[config.mk]
export PLATFORM = sky130hd
export DESIGN_NAME = trap_port_scan_detector_core_flat
export DESIGN_NICKNAME = d
export VERILOG_FILES = /design/src/hw/rtl/tpsd_pkg.sv /design/src/hw/rtl/tpsd_intf.sv /design/src/hw/rtl/trap_port_scan_detector_core.sv /design/src/hw/rtl/tpsd_front.sv /design/src/hw/rtl/tpsd_queue.sv /design/src/hw/rtl/tpsd_back.sv /design/src/flat_wrapper.sv
export SDC_FILE = /design/constraint.sdc
export NUM_CORES = 2
export LEC_CHECK = 0
export BUFFER_PORTS_ARGS = -buffer_cell sky130_fd_sc_hd__buf_4
export CORE_MARGIN = 3
export CORE_UTILIZATION = 50
export CTS_CLUSTER_SIZE = 25
export DETAILED_ROUTE_END_ITERATION = 7
export GPL_TIMING_DRIVEN = 0
export PLACE_DENSITY = 0.75
export SLEW_MARGIN = 25
export SYNTH_ARGS = -nofsm -noshare
export SYNTH_HDL_FRONTEND = slang
export SYNTH_SLANG_ARGS = --single-unit
[constraint.sdc]
create_clock -name clk -period 8.6 [get_ports clk]
set_clock_uncertainty 0.05 [all_clocks]
set_input_delay 0.86 -clock clk [delete_from_list [all_inputs] [get_ports clk]]
set_output_delay 0.86 -clock clk [all_outputs]
set_load 0.03 [all_outputs]
[src/hw/rtl/tpsd_pkg.sv]
package tpsd_pkg;

  localparam int ADDR_W          = 32;
  localparam int PORT_W          = 16;
  localparam int COUNT_W         = 16;
  localparam int CFG_IDX_W       = 3;
  localparam int CFG_DATA_W      = 16;
  localparam int SLOTS_PER_PROTO = 3;
  localparam int QUEUE_DEPTH     = 2;
  localparam int TABLE_DEPTH_DEF = 64;
  localparam int TRAP_PORTS_DEF  = 3;

  localparam logic [CFG_IDX_W-1:0] REG_BAN_THRESHOLD = 3'd0;
  localparam logic [CFG_IDX_W-1:0] REG_TCP_PORT_A    = 3'd1;
  localparam logic [CFG_IDX_W-1:0] REG_TCP_PORT_B    = 3'd2;
  localparam logic [CFG_IDX_W-1:0] REG_TCP_PORT_C    = 3'd3;
  localparam logic [CFG_IDX_W-1:0] REG_UDP_PORT_A    = 3'd4;
  localparam logic [CFG_IDX_W-1:0] REG_UDP_PORT_B    = 3'd5;
  localparam logic [CFG_IDX_W-1:0] REG_UDP_PORT_C    = 3'd6;

  localparam logic [COUNT_W-1:0] COUNT_MAX         = '1;
  localparam logic [COUNT_W-1:0] BAN_THRESHOLD_RST = 16'd5;

  typedef struct packed {
    logic [ADDR_W-1:0] source_address;
    logic              trapped;
  } item_t;

endpackage

[src/hw/rtl/tpsd_intf.sv]
interface tpsd_in_if;
  logic                        valid;
  logic                        ready;
  logic [tpsd_pkg::ADDR_W-1:0] source_address;
  logic [tpsd_pkg::PORT_W-1:0] dest_port;
  logic                        is_udp;

  modport source (output valid, output source_address, output dest_port, output is_udp,
                  input ready);
  modport sink (input valid, input source_address, input dest_port, input is_udp,
                output ready);
endinterface

interface tpsd_out_if;
  logic                         valid;
  logic                         ready;
  logic                         trapped;
  logic                         ban;
  logic [tpsd_pkg::ADDR_W-1:0]  banned_address;
  logic [tpsd_pkg::COUNT_W-1:0] hit_count;
  logic                         table_cleared;

  modport source (output valid, output trapped, output ban, output banned_address,
                  output hit_count, output table_cleared, input ready);
  modport sink (input valid, input trapped, input ban, input banned_address,
                input hit_count, input table_cleared, output ready);
endinterface

[src/hw/rtl/trap_port_scan_detector_core.sv]
// Trap-port scan detector. Each packet header transfer is checked against up to
// three TCP and three UDP trap ports; a hit looks the source address up in a
// table of TABLE_DEPTH sources, which is searched one entry per cycle through
// its single read port. A header that hits no trap port goes from the queue
// straight to the registered result. A trapped header has the table read entry
// by entry until its source is found, whose count is then raised, or until the
// stored sources run out, when the source is added with a count of one. A
// two-entry queue lets headers keep arriving while a search runs and a result
// waits to be taken. When an addition fills the table, the table is emptied at
// once.
module trap_port_scan_detector_core #(
  parameter int TABLE_DEPTH = tpsd_pkg::TABLE_DEPTH_DEF,
  parameter int TRAP_PORTS  = tpsd_pkg::TRAP_PORTS_DEF
) (
  input  logic                            clk,
  input  logic                            rst_n,
  tpsd_in_if.sink                         in_pkt,
  tpsd_out_if.source                      out_res,
  input  logic                            cfg_we,
  input  logic [tpsd_pkg::CFG_IDX_W-1:0]  cfg_idx,
  input  logic [tpsd_pkg::CFG_DATA_W-1:0] cfg_wdata
);
  import tpsd_pkg::*;

  logic [COUNT_W-1:0] ban_threshold;
  item_t              push_item;
  item_t              pop_item;
  logic               push;
  logic               not_full;
  logic               pop;
  logic               not_empty;

  tpsd_front #(
    .TRAP_PORTS (TRAP_PORTS)
  ) u_front (
    .clk           (clk),
    .rst_n         (rst_n),
    .in_pkt        (in_pkt),
    .cfg_we        (cfg_we),
    .cfg_idx       (cfg_idx),
    .cfg_wdata     (cfg_wdata),
    .ban_threshold (ban_threshold),
    .q_item        (push_item),
    .q_push        (push),
    .q_ready       (not_full)
  );

  tpsd_queue u_queue (
    .clk       (clk),
    .rst_n     (rst_n),
    .push      (push),
    .push_item (push_item),
    .not_full  (not_full),
    .pop       (pop),
    .pop_item  (pop_item),
    .not_empty (not_empty)
  );

  tpsd_back #(
    .TABLE_DEPTH (TABLE_DEPTH)
  ) u_back (
    .clk           (clk),
    .rst_n         (rst_n),
    .q_item        (pop_item),
    .q_valid       (not_empty),
    .q_pop         (pop),
    .ban_threshold (ban_threshold),
    .out_res       (out_res)
  );

endmodule

[src/hw/rtl/tpsd_front.sv]
module tpsd_front #(
  parameter int TRAP_PORTS = tpsd_pkg::TRAP_PORTS_DEF
) (
  input  logic                              clk,
  input  logic                              rst_n,
  tpsd_in_if.sink                           in_pkt,
  input  logic                              cfg_we,
  input  logic [tpsd_pkg::CFG_IDX_W-1:0]    cfg_idx,
  input  logic [tpsd_pkg::CFG_DATA_W-1:0]   cfg_wdata,
  output logic [tpsd_pkg::COUNT_W-1:0]      ban_threshold,
  output tpsd_pkg::item_t                   q_item,
  output logic                              q_push,
  input  logic                              q_ready
);
  import tpsd_pkg::*;

  localparam int USED_SLOTS = (TRAP_PORTS < SLOTS_PER_PROTO) ? TRAP_PORTS : SLOTS_PER_PROTO;

  logic [COUNT_W-1:0] ban_threshold_r;
  logic [PORT_W-1:0]  tcp_port_r [SLOTS_PER_PROTO];
  logic [PORT_W-1:0]  udp_port_r [SLOTS_PER_PROTO];
  logic               port_hit;

  always_ff @(posedge clk) begin
    if (!rst_n) begin
      ban_threshold_r <= BAN_THRESHOLD_RST;
      for (int i = 0; i < SLOTS_PER_PROTO; i++) begin
        tcp_port_r[i] <= '0;
        udp_port_r[i] <= '0;
      end
    end else if (cfg_we) begin
      unique case (cfg_idx)
        REG_BAN_THRESHOLD: ban_threshold_r <= cfg_wdata;
        REG_TCP_PORT_A:    tcp_port_r[0]   <= cfg_wdata;
        REG_TCP_PORT_B:    tcp_port_r[1]   <= cfg_wdata;
        REG_TCP_PORT_C:    tcp_port_r[2]   <= cfg_wdata;
        REG_UDP_PORT_A:    udp_port_r[0]   <= cfg_wdata;
        REG_UDP_PORT_B:    udp_port_r[1]   <= cfg_wdata;
        REG_UDP_PORT_C:    udp_port_r[2]   <= cfg_wdata;
        default: begin
        end
      endcase
    end
  end

  // A slot holding zero is unused and never matches.
  always_comb begin
    logic [PORT_W-1:0] slot;
    port_hit = 1'b0;
    for (int i = 0; i < USED_SLOTS; i++) begin
      slot = in_pkt.is_udp ? udp_port_r[i] : tcp_port_r[i];
      if ((slot != '0) && (slot == in_pkt.dest_port)) begin
        port_hit = 1'b1;
      end
    end
  end

  assign in_pkt.ready          = q_ready;
  assign q_push                = in_pkt.valid && q_ready;
  assign q_item.source_address = in_pkt.source_address;
  assign q_item.trapped        = port_hit;
  assign ban_threshold         = ban_threshold_r;

endmodule

[src/hw/rtl/tpsd_queue.sv]
module tpsd_queue (
  input  logic            clk,
  input  logic            rst_n,
  input  logic            push,
  input  tpsd_pkg::item_t push_item,
  output logic            not_full,
  input  logic            pop,
  output tpsd_pkg::item_t pop_item,
  output logic            not_empty
);
  import tpsd_pkg::*;

  localparam int PTR_W = $clog2(QUEUE_DEPTH);
  localparam int LVL_W = $clog2(QUEUE_DEPTH + 1);

  item_t             slots_r [QUEUE_DEPTH];
  logic [PTR_W-1:0]  wr_ptr_r;
  logic [PTR_W-1:0]  rd_ptr_r;
  logic [LVL_W-1:0]  level_r;
  logic              do_push;
  logic              do_pop;

  assign not_full  = (level_r != LVL_W'(QUEUE_DEPTH));
  assign not_empty = (level_r != '0);
  assign do_push   = push && not_full;
  assign do_pop    = pop && not_empty;
  assign pop_item  = slots_r[rd_ptr_r];

  always_ff @(posedge clk) begin
    if (do_push) begin
      slots_r[wr_ptr_r] <= push_item;
    end
  end

  always_ff @(posedge clk) begin
    if (!rst_n) begin
      wr_ptr_r <= '0;
      rd_ptr_r <= '0;
      level_r  <= '0;
    end else begin
      if (do_push) begin
        wr_ptr_r <= wr_ptr_r + PTR_W'(1);
      end
      if (do_pop) begin
        rd_ptr_r <= rd_ptr_r + PTR_W'(1);
      end
      if (do_push && !do_pop) begin
        level_r <= level_r + LVL_W'(1);
      end else if (do_pop && !do_push) begin
        level_r <= level_r - LVL_W'(1);
      end
    end
  end

endmodule

[src/hw/rtl/tpsd_back.sv]
module tpsd_back #(
  parameter int TABLE_DEPTH = tpsd_pkg::TABLE_DEPTH_DEF
) (
  input  logic                          clk,
  input  logic                          rst_n,
  input  tpsd_pkg::item_t               q_item,
  input  logic                          q_valid,
  output logic                          q_pop,
  input  logic [tpsd_pkg::COUNT_W-1:0]  ban_threshold,
  tpsd_out_if.source                    out_res
);
  import tpsd_pkg::*;

  localparam int IDX_W = $clog2(TABLE_DEPTH);
  localparam int CNT_W = $clog2(TABLE_DEPTH + 1);

  typedef enum logic {S_IDLE, S_SCAN} state_t;

  typedef struct packed {
    logic [ADDR_W-1:0]  source_address;
    logic [COUNT_W-1:0] count;
  } entry_t;

  entry_t             table_mem [TABLE_DEPTH];
  entry_t             rd_data_r;

  state_t             state_r;
  logic [CNT_W-1:0]   used_r;
  logic [CNT_W-1:0]   idx_r;
  logic               cmp_vld_r;
  logic [IDX_W-1:0]   cmp_idx_r;
  logic [ADDR_W-1:0]  src_r;

  logic               out_valid_r;
  logic               out_trapped_r;
  logic               out_ban_r;
  logic [ADDR_W-1:0]  out_addr_r;
  logic [COUNT_W-1:0] out_count_r;
  logic               out_cleared_r;

  logic               out_free;
  logic               out_set;
  logic               issue_ok;
  logic               hit;
  logic               miss_done;
  logic [COUNT_W-1:0] inc_count;
  logic               ban_now;
  logic [CNT_W-1:0]   used_nxt;
  logic               table_full;
  logic               wr_en;
  logic [IDX_W-1:0]   wr_addr;
  entry_t             wr_data;

  assign out_free   = !out_valid_r || out_res.ready;
  assign q_pop      = (state_r == S_IDLE) && q_valid && out_free;
  assign issue_ok   = (state_r == S_SCAN) && (idx_r < used_r);
  assign hit        = (state_r == S_SCAN) && cmp_vld_r &&
                      (rd_data_r.source_address == src_r);
  assign miss_done  = (state_r == S_SCAN) && !cmp_vld_r && !issue_ok;
  assign out_set    = (q_pop && !q_item.trapped) || hit || miss_done;
  assign inc_count  = (rd_data_r.count == COUNT_MAX) ? COUNT_MAX
                                                     : rd_data_r.count + COUNT_W'(1);
  assign ban_now    = (inc_count >= ban_threshold);
  assign used_nxt   = used_r + CNT_W'(1);
  assign table_full = (used_nxt == CNT_W'(TABLE_DEPTH));

  assign wr_en   = hit || miss_done;
  assign wr_addr = hit ? cmp_idx_r : used_r[IDX_W-1:0];
  assign wr_data = hit ? entry_t'{src_r, inc_count} : entry_t'{src_r, COUNT_W'(1)};

  always_ff @(posedge clk) begin
    if (wr_en) begin
      table_mem[wr_addr] <= wr_data;
    end
    rd_data_r <= table_mem[idx_r[IDX_W-1:0]];
  end

  always_ff @(posedge clk) begin
    if (!rst_n) begin
      state_r     <= S_IDLE;
      used_r      <= '0;
      idx_r       <= '0;
      cmp_vld_r   <= 1'b0;
      out_valid_r <= 1'b0;
    end else begin
      cmp_vld_r <= issue_ok;
      cmp_idx_r <= idx_r[IDX_W-1:0];
      if (issue_ok) begin
        idx_r <= idx_r + CNT_W'(1);
      end
      if (out_set) begin
        out_valid_r <= 1'b1;
      end else if (out_valid_r && out_res.ready) begin
        out_valid_r <= 1'b0;
      end
      unique case (state_r)
        S_IDLE: begin
          if (q_pop) begin
            src_r <= q_item.source_address;
            if (q_item.trapped) begin
              idx_r   <= '0;
              state_r <= S_SCAN;
            end else begin
              out_trapped_r <= 1'b0;
              out_ban_r     <= 1'b0;
              out_addr_r    <= '0;
              out_count_r   <= '0;
              out_cleared_r <= 1'b0;
            end
          end
        end
        S_SCAN: begin
          if (hit) begin
            out_trapped_r <= 1'b1;
            out_ban_r     <= ban_now;
            out_addr_r    <= ban_now ? src_r : '0;
            out_count_r   <= inc_count;
            out_cleared_r <= 1'b0;
            state_r       <= S_IDLE;
          end else if (miss_done) begin
            out_trapped_r <= 1'b1;
            out_ban_r     <= 1'b0;
            out_addr_r    <= '0;
            out_count_r   <= COUNT_W'(1);
            out_cleared_r <= table_full;
            used_r        <= table_full ? '0 : used_nxt;
            state_r       <= S_IDLE;
          end
        end
        default: begin
          state_r <= S_IDLE;
        end
      endcase
    end
  end

  assign out_res.valid          = out_valid_r;
  assign out_res.trapped        = out_trapped_r;
  assign out_res.ban            = out_ban_r;
  assign out_res.banned_address = out_addr_r;
  assign out_res.hit_count      = out_count_r;
  assign out_res.table_cleared  = out_cleared_r;

endmodule
[src/flat_wrapper.sv]
// flat-port wrapper written by rule: the top's interface ports become plain ports
module trap_port_scan_detector_core_flat import tpsd_pkg::*;
#(
  parameter int TABLE_DEPTH = tpsd_pkg::TABLE_DEPTH_DEF,
  parameter int TRAP_PORTS  = tpsd_pkg::TRAP_PORTS_DEF
)
  (clk, rst_n, cfg_we, cfg_idx, cfg_wdata, in_pkt_valid, in_pkt_source_address, in_pkt_dest_port, in_pkt_is_udp, in_pkt_ready, out_res_valid, out_res_trapped, out_res_ban, out_res_banned_address, out_res_hit_count, out_res_table_cleared, out_res_ready);
  tpsd_in_if in_pkt_i ();
  tpsd_out_if out_res_i ();
  input  logic clk;
  input  logic rst_n;
  input  logic cfg_we;
  input  logic [tpsd_pkg::CFG_IDX_W-1:0] cfg_idx;
  input  logic [tpsd_pkg::CFG_DATA_W-1:0] cfg_wdata;
  input wire logic [$bits(in_pkt_i.valid)-1:0] in_pkt_valid;
  input wire logic [$bits(in_pkt_i.source_address)-1:0] in_pkt_source_address;
  input wire logic [$bits(in_pkt_i.dest_port)-1:0] in_pkt_dest_port;
  input wire logic [$bits(in_pkt_i.is_udp)-1:0] in_pkt_is_udp;
  output wire logic [$bits(in_pkt_i.ready)-1:0] in_pkt_ready;
  output wire logic [$bits(out_res_i.valid)-1:0] out_res_valid;
  output wire logic [$bits(out_res_i.trapped)-1:0] out_res_trapped;
  output wire logic [$bits(out_res_i.ban)-1:0] out_res_ban;
  output wire logic [$bits(out_res_i.banned_address)-1:0] out_res_banned_address;
  output wire logic [$bits(out_res_i.hit_count)-1:0] out_res_hit_count;
  output wire logic [$bits(out_res_i.table_cleared)-1:0] out_res_table_cleared;
  input wire logic [$bits(out_res_i.ready)-1:0] out_res_ready;
  assign in_pkt_i.valid = in_pkt_valid;
  assign in_pkt_i.source_address = in_pkt_source_address;
  assign in_pkt_i.dest_port = in_pkt_dest_port;
  assign in_pkt_i.is_udp = in_pkt_is_udp;
  assign in_pkt_ready = in_pkt_i.ready;
  assign out_res_valid = out_res_i.valid;
  assign out_res_trapped = out_res_i.trapped;
  assign out_res_ban = out_res_i.ban;
  assign out_res_banned_address = out_res_i.banned_address;
  assign out_res_hit_count = out_res_i.hit_count;
  assign out_res_table_cleared = out_res_i.table_cleared;
  assign out_res_i.ready = out_res_ready;
  trap_port_scan_detector_core #(.TABLE_DEPTH(TABLE_DEPTH), .TRAP_PORTS(TRAP_PORTS)) u_core (.clk(clk), .rst_n(rst_n), .in_pkt(in_pkt_i), .out_res(out_res_i), .cfg_we(cfg_we), .cfg_idx(cfg_idx), .cfg_wdata(cfg_wdata));
endmodule
== Yosys cells after proc, flatten, opt, wreduce, memory -nomap -nowiden ==
Memory sizes are Yosys's and may differ from the RTL's. A register that Yosys moved wholly into a read port is not among the register bits.
Index checks and enable logic that the tools add are counted.

* Register bits: 126
* Memory bits (writable): 3234
* Bits of input ports: 73
* Output and inout port bits: 53
* Word-level logic and storage cells: 173
* Memories: 4

{| class="wikitable"
|+ Memories
! memory !! words !! width !! read ports !! clocked after Yosys merged registers in !! write ports !! RTL line !! text
|-
| u_core.u_back.table_mem || 64 || 48 || 1 || 1 || 1 || tpsd_back.sv:24 || <nowiki>entry_t table_mem [TABLE_DEPTH];</nowiki>
|-
| u_core.u_queue.slots_r || 2 || 33 || 1 || 1 || 1 || tpsd_queue.sv:16 || <nowiki>item_t slots_r [QUEUE_DEPTH];</nowiki>
|-
| u_core.u_front.tcp_port_r || 3 || 16 || 3 || 0 || 3 || tpsd_front.sv:20 || <nowiki>logic [PORT_W-1:0] tcp_port_r [SLOTS_PER_PROTO];</nowiki>
|-
| u_core.u_front.udp_port_r || 3 || 16 || 3 || 0 || 3 || tpsd_front.sv:21 || <nowiki>logic [PORT_W-1:0] udp_port_r [SLOTS_PER_PROTO];</nowiki>
|}

* $add $sub $neg: 7
* Magnitude comparators: 2
* Equality and inequality tests: 16
* Mux-type cells: 82
* Bitwise operators: 8
* Reduce and logical (&&, ||, !) cells: 38

{| class="wikitable"
|+ Operators with widths
! operator !! number
|-
| $mux 16 || 15
|-
| $mux 32 || 5
|-
| $pmux 32 s2 || 1
|-
| $eq 16x16->1 || 3
|-
| $mux 1 || 48
|-
| $reduce_bool 16->1 || 3
|-
| $mux 7 || 5
|-
| $eq 32x32->1 || 1
|-
| $pmux 16 s2 || 1
|-
| $logic_and 1x1->1 || 17
|-
| $add 16x1->16 const B || 1
|-
| $eq 16x16->1 const B || 1
|-
| $ge 16x16->1 || 1
|-
| $add 7x1->7 const B || 2
|-
| $eq 3x3->1 const B || 3
|-
| $pmux 1 s2 || 4
|-
| $eq 7x7->1 const B || 1
|-
| $lt 7x7->1 || 1
|-
| $eq 3x2->1 const B || 2
|-
| $logic_not 1->1 || 6
|-
| $mux 6 || 1
|-
| $ne 2x2->1 const B || 3
|-
| $or 1x1->1 || 6
|-
| $reduce_and 3->1 || 2
|-
| 12 further kinds || 20
|}

== Logic depth before layout (Yosys ltp) ==
* Word-level depth: 7
* Mapped depth: 15
* Gate-level depth less buffers: 12

== Hierarchy ==
A second synthesis with hierarchy kept.

* Cell total of the unflattened synthesis: 5447
* Area total of the unflattened synthesis: 130546.5 um^2

{| class="wikitable"
|+ By module, submodules not included
! module !! times used !! cells each !! area each (um^2) !! sequential area each (um^2)
|-
| tpsd_back || 1 || 4911 || 122625.1 || 96222.3
|-
| tpsd_front || 1 || 409 || 5305.1 || 3203.1
|-
| tpsd_queue || 1 || 127 || 2616.3 || 2082.0
|}

== Worst setup path after synthesis ==
No wires, ideal clock.

* Path kind: register -> register
* From: reg u_core.u_back.src_r[5]
* To: mem u_core.u_back.table_mem[22][0] in the netlist's numbering (enable)
* Data arrival time: 7.600 ns
* Data required time: 7.977 ns
* Slack: 0.377 ns
* Cell stages (with the launch flop): 9
* Clock period less this slack: 8.223 ns
* Cell sequence: edfxtp_1 -> xnor2_1 -> nand4_1 -> or4_1 -> nor3_2 -> buf_4 -> mux2_2 -> buf_2 -> nor4_1

* Cells in the longest elaborated chain, start to end: 5
* Elaborated cells between the ends (all ways): 6
* Classes of those cells: eq/ne (1); mux (3); reduce/logical (2)

{| class="wikitable"
|+ Ends and longest elaborated chain
! what !! RTL line !! text
|-
| start, declared || tpsd_back.sv:32 || <nowiki>logic [ADDR_W-1:0] src_r;</nowiki>
|-
| start signal, assigned || tpsd_back.sv:99 || <nowiki>src_r <= q_item.source_address;</nowiki>
|-
| $eq 32x32->1 * || tpsd_back.sv:58 || <nowiki>(rd_data_r.source_address == src_r);</nowiki>
|-
| $logic_and 1x1->1 * || tpsd_back.sv:57 || <nowiki>assign hit = (state_r == S_SCAN) && cmp_vld_r &&</nowiki>
|-
| $logic_or 1x1->1 || tpsd_back.sv:67 || <nowiki>assign wr_en = hit || miss_done;</nowiki>
|-
| $mux 1 || tpsd_back.sv:72 || <nowiki>if (wr_en) begin</nowiki>
|-
| $mux 1 (not written as such) || tpsd_back.sv:73 || <nowiki>table_mem[wr_addr] <= wr_data;</nowiki>
|-
| end, declared || tpsd_back.sv:24 ||
|}

Mark *: on every way between the ends. The rest lies on a longest branch, timed or not.

== Worst setup path in the final report ==
* From: reg u_core.u_back.src_r[0]
* To: mem u_core.u_back.table_mem[36][29] in the netlist's numbering (enable)

The elaborated chain is that of the path after synthesis.

==> impl_metrics.toml <==
[layout]
nets = 6911
fillers = 17070
multiInputGateArea_sq_mm = 0.02821
drive_gt1_share_pct = 38.86
area_growth_pct = 17.97
seqCellArea_sq_mm = 0.1015

[route]
wl_um = 384500
wl_per_cell_um = 36.62
first_pass_iters = 8
drc = 2
antenna_left = 0
vias = 69450
vias_per_cell = 6.615
drt_iter0_drc = 11990

[clock_network]
cts_setup_buffers = 0
cts-buffers-inserted = 344
cts_tree = "done"
clock_latency_ps = 980
cts.sinks = 3409
cts_resized = 0
path_clk_slew_ps = 70
holdBufCountCts = 22
clk_path_buf_depth = 4
ctsHtreeMaxLevel = 5
cts_root_buf = "clkbuf_16"

[global_route]
antenna_found_initial = 30
grt_pass1_wl_um = 535400
grt_overflow = 0
grt_max_degree = 57
grt_pass1_vias = 70050
globalRouteTotalUtil_pct = 28.86

[worst_setup_path]
cp-end-kind = "flip-flop"
worst-setup-path-type = "reg2reg"
cp-start-kind = "flip-flop"
crit_chain = "buf_8, buf_8, buf_16, xnor2_1, nand4_1, or4_1, nor3_2, buf_4, buf_2, mux2i_2, nor4_2, buf_2, buf_2, buf_2, buf_4, buf_2, buf_2, buf_2"
max_stage_delay_ps = 700
cp_common_cell = "buf_2"
r2r_slack_ps = 1250
required_ps = 9190
cp_slowest_cell = "nor4_2"
crit_path_max_fanout = 25
arrival_ps = 7940

[timing]
period_minus_slack_ps = 7348
worst_slack_ps = 1252
drv_slew = 0
max_freq_mhz = 136.1
rsz0062_at_grt = "false"
max_slew_margin_pct = 15.22
hold_viol = 0
setup_total_negative_slack_ps = 0
post-route-period-util_pct = 85.45
tightest_slew_ps = 1272
setup_viol = 0

[synth]
ys.flop_type = "edfxtp_1"
ys.warnings.count = 0
synth_top_family_by_area = "multiplexers"
yosysSeqAreaShare_pct = 77.79
synth.area.top_cells = "edfxtp_1 (76%), mux4_2 (17%), dfxtp_1 (1.3%), clkbuf_1 (0.47%), mux2i_1 (0.45%)"
avgSynthCellArea_sq_um = 23.91
ys_ff_latch = 3409
muxShareOfSynthArea_pct = 18.20
synthDistinctLibCells = 50
synth_top_area_share_pct = 76.47
synth_xor_area_share_pct = 0.6645
synth_fa_ha_area_share_pct = 0.2493
synth_area_leader_cell = "edfxtp_1"
syn_area_sq_mm = 0.1305
synth_edf_count = 3323
synth_async_sr_flop_share_pct = 0
netlist_instances = 5457
synth-compound-area-share_pct = 0.5964
synth.net_count = 5556
synth-simple-area-share_pct = 1.462

[floorplan]
num_rows = 186
design.core.area_sq_mm = 0.2583
boundaryPins = 126
die_width_um = 516.8
die_h_um = 516.8
dieArea_sq_mm = 0.2671
start_util_pct = 50.51

[placed_design]
hpwl_um = 263600
place_ws_ps = 1469
gp_congestion = 0.8854
io_buffers = 124

[power]
power.density_mw_per_mm2 = 235.1
ir_worst_vdd_uv = 209.1
p_leak_uw = 0.04729

[outcome]
status = "finished, violations left"
violations = "design-rule violations"

[min_path]
hold_path.class = "in2reg"

[run]
max_cap_violations = 0
synthesized netlist by cell type (2+ instances only):
cell type  count
inv_1         32
xor2_1        36
and3_1         5
nand2_1       98
a211oi_1       2
mux2_2        40
o32a_1         2
nor4_1        85
o21ai_0       15
nor3b_1        2
o31ai_1        3
and2_1        45
dfxtp_1       86
xnor2_1       63
nor2b_1        6
a21o_1         6
and4_1         2
o2111ai_1      2
or3_1          6
nand3_1       14
nand4_1       20
mux2i_1       59
a21oi_1       55
buf_4          3
clkbuf_1     165
mux4_2      1008
nand4b_1       3
nand2b_1       8
o21a_1         2
or4_1          8
a31oi_1       33
buf_6          2
buf_2         83
o211ai_1       4
buf_1         41
nor2_1        33
edfxtp_1    3323
ha_1          26
nor3_1        20
through the flow:
stage / total power (uW) / instance area (sq um) / hold slack (ps) / std cells / util [%]
floorplan: 20630 / 130500 / 381.4 / 5457 / -
global placement: 21530 / 135600 / 401.2 / 8965 / 52.51
detailed placement: 21950 / 142900 / 403.6 / 9825 / 55.30
CTS: 36210 / 153700 / 0.1491 / 10450 / 59.51
global route: 36950 / 153800 / 8.703 / 10460 / 59.55
finish: 36180 / 153900 / 42.73 / 10500 / 59.59
critical path, delay by kind of cell (launching register included):
kind,cells,cell delay [ps]
flip-flops,1,650
buffers and inverters,12,3240
XOR/XNOR,1,690
multiplexers,1,330
AND/OR/NAND/NOR,4,1980
layer usage:
metal / up-vias / GRT usage, % / share of wire, %
met1: 35930 / 35.21 / 32
met4: 11 / 14.10 / 5.8
li1: 26230 / - / -
met5: - / 1.460 / 0.15
met3: 1304 / 10.72 / 14
met2: 5974 / 45.59 / 48
layout make-up:
cell class | instances | area share, %
sequential | 3409 | 65.94
multi-input combinational | 1722 | 18.33
clock buffer | 427 | 5.917
timing repair buffer | 1009 | 5.046
tap | 3384 | 2.751
clock inverter | 176 | 1.014
buffer | 294 | 0.8502
inverter | 32 | 0.07803
antenna | 46 | 0.07478
power by group:
part / internal (uW) / switching (uW) / total (uW)
Sequential: 19100 / 295 / 19400
Clock: 8280 / 6200 / 14500
Combinational: 766 / 1570 / 2330
Total: 28100 / 8060 / 36200
cells in the final DEF (no fill, tap or decap), drive strengths merged, types with 42 or more instances in the layout:
| cell | count |
|---|---|
| nor4 | 85 |
| xnor2 | 63 |
| dfxtp | 86 |
| nand2 | 98 |
| mux2i | 59 |
| clkbuf | 604 |
| buf | 1104 |
| a21oi | 55 |
| and2 | 46 |
| edfxtp | 3323 |
| inv | 42 |
| clkinv | 129 |
| mux4 | 1008 |
| diode | 46 |
sequential cells by signal, summed over array words and instances, names as in the netlist, named ones only:
| name | count |
|---|---|
| u_core.u_back.out_res.table_cleared | 1 |
| u_core.u_back.out_res.valid | 1 |
| u_core.u_queue.wr_ptr_r | 1 |
| u_core.u_front.ban_threshold | 16 |
| u_core.u_back.state_r | 1 |
| u_core.u_queue.slots_r | 66 |
| u_core.u_back.out_res.ban | 1 |
| u_core.u_back.idx_r | 7 |
| u_core.u_queue.level_r | 2 |
| u_core.u_back.src_r | 32 |
| u_core.u_back.cmp_vld_r | 1 |
| u_core.u_back.rd_data_r | 48 |
| u_core.u_queue.rd_ptr_r | 1 |
| u_core.u_back.used_r | 7 |
| u_core.u_back.out_res.trapped | 1 |
| u_core.u_front.tcp_port_r | 48 |
| u_core.u_front.udp_port_r | 48 |
| u_core.u_back.out_res.hit_count | 16 |
| u_core.u_back.table_mem | 3072 |
| u_core.u_back.out_res.banned_address | 32 |
| u_core.u_back.cmp_idx_r | 6 |
logic make-up after synthesis:
family / count (synthesis)
AOI/OAI and AO/OA: 131
xor gates and xnor gates: 99
adders and majority gates: 26
buffers and inverters: 326
DFF: 3409
muxes: 1107
and+or+nand+nor: 359
path summary, 6_finish.rpt:
check / startpoint / end / cells after the start
worst max register to register: u_core.u_back.src_r[0]$_DFFE_PP_ / u_core.u_back.table_mem[36][29]$_DFFE_PP_ / 18
worst min-delay path: in_pkt_source_address[0] / u_core.u_queue.slots_r[0][1]$_DFFE_PP_ / 1
worst min register to register: u_core.u_front.ban_threshold[13]$_SDFFE_PN0P_ / u_core.u_front.ban_threshold[13]$_SDFFE_PN0P_ / 2
worst max-delay path: u_core.u_back.src_r[0]$_DFFE_PP_ / u_core.u_back.table_mem[36][29]$_DFFE_PP_ / 18
Note: power is estimated with default switching activity, not from simulation.
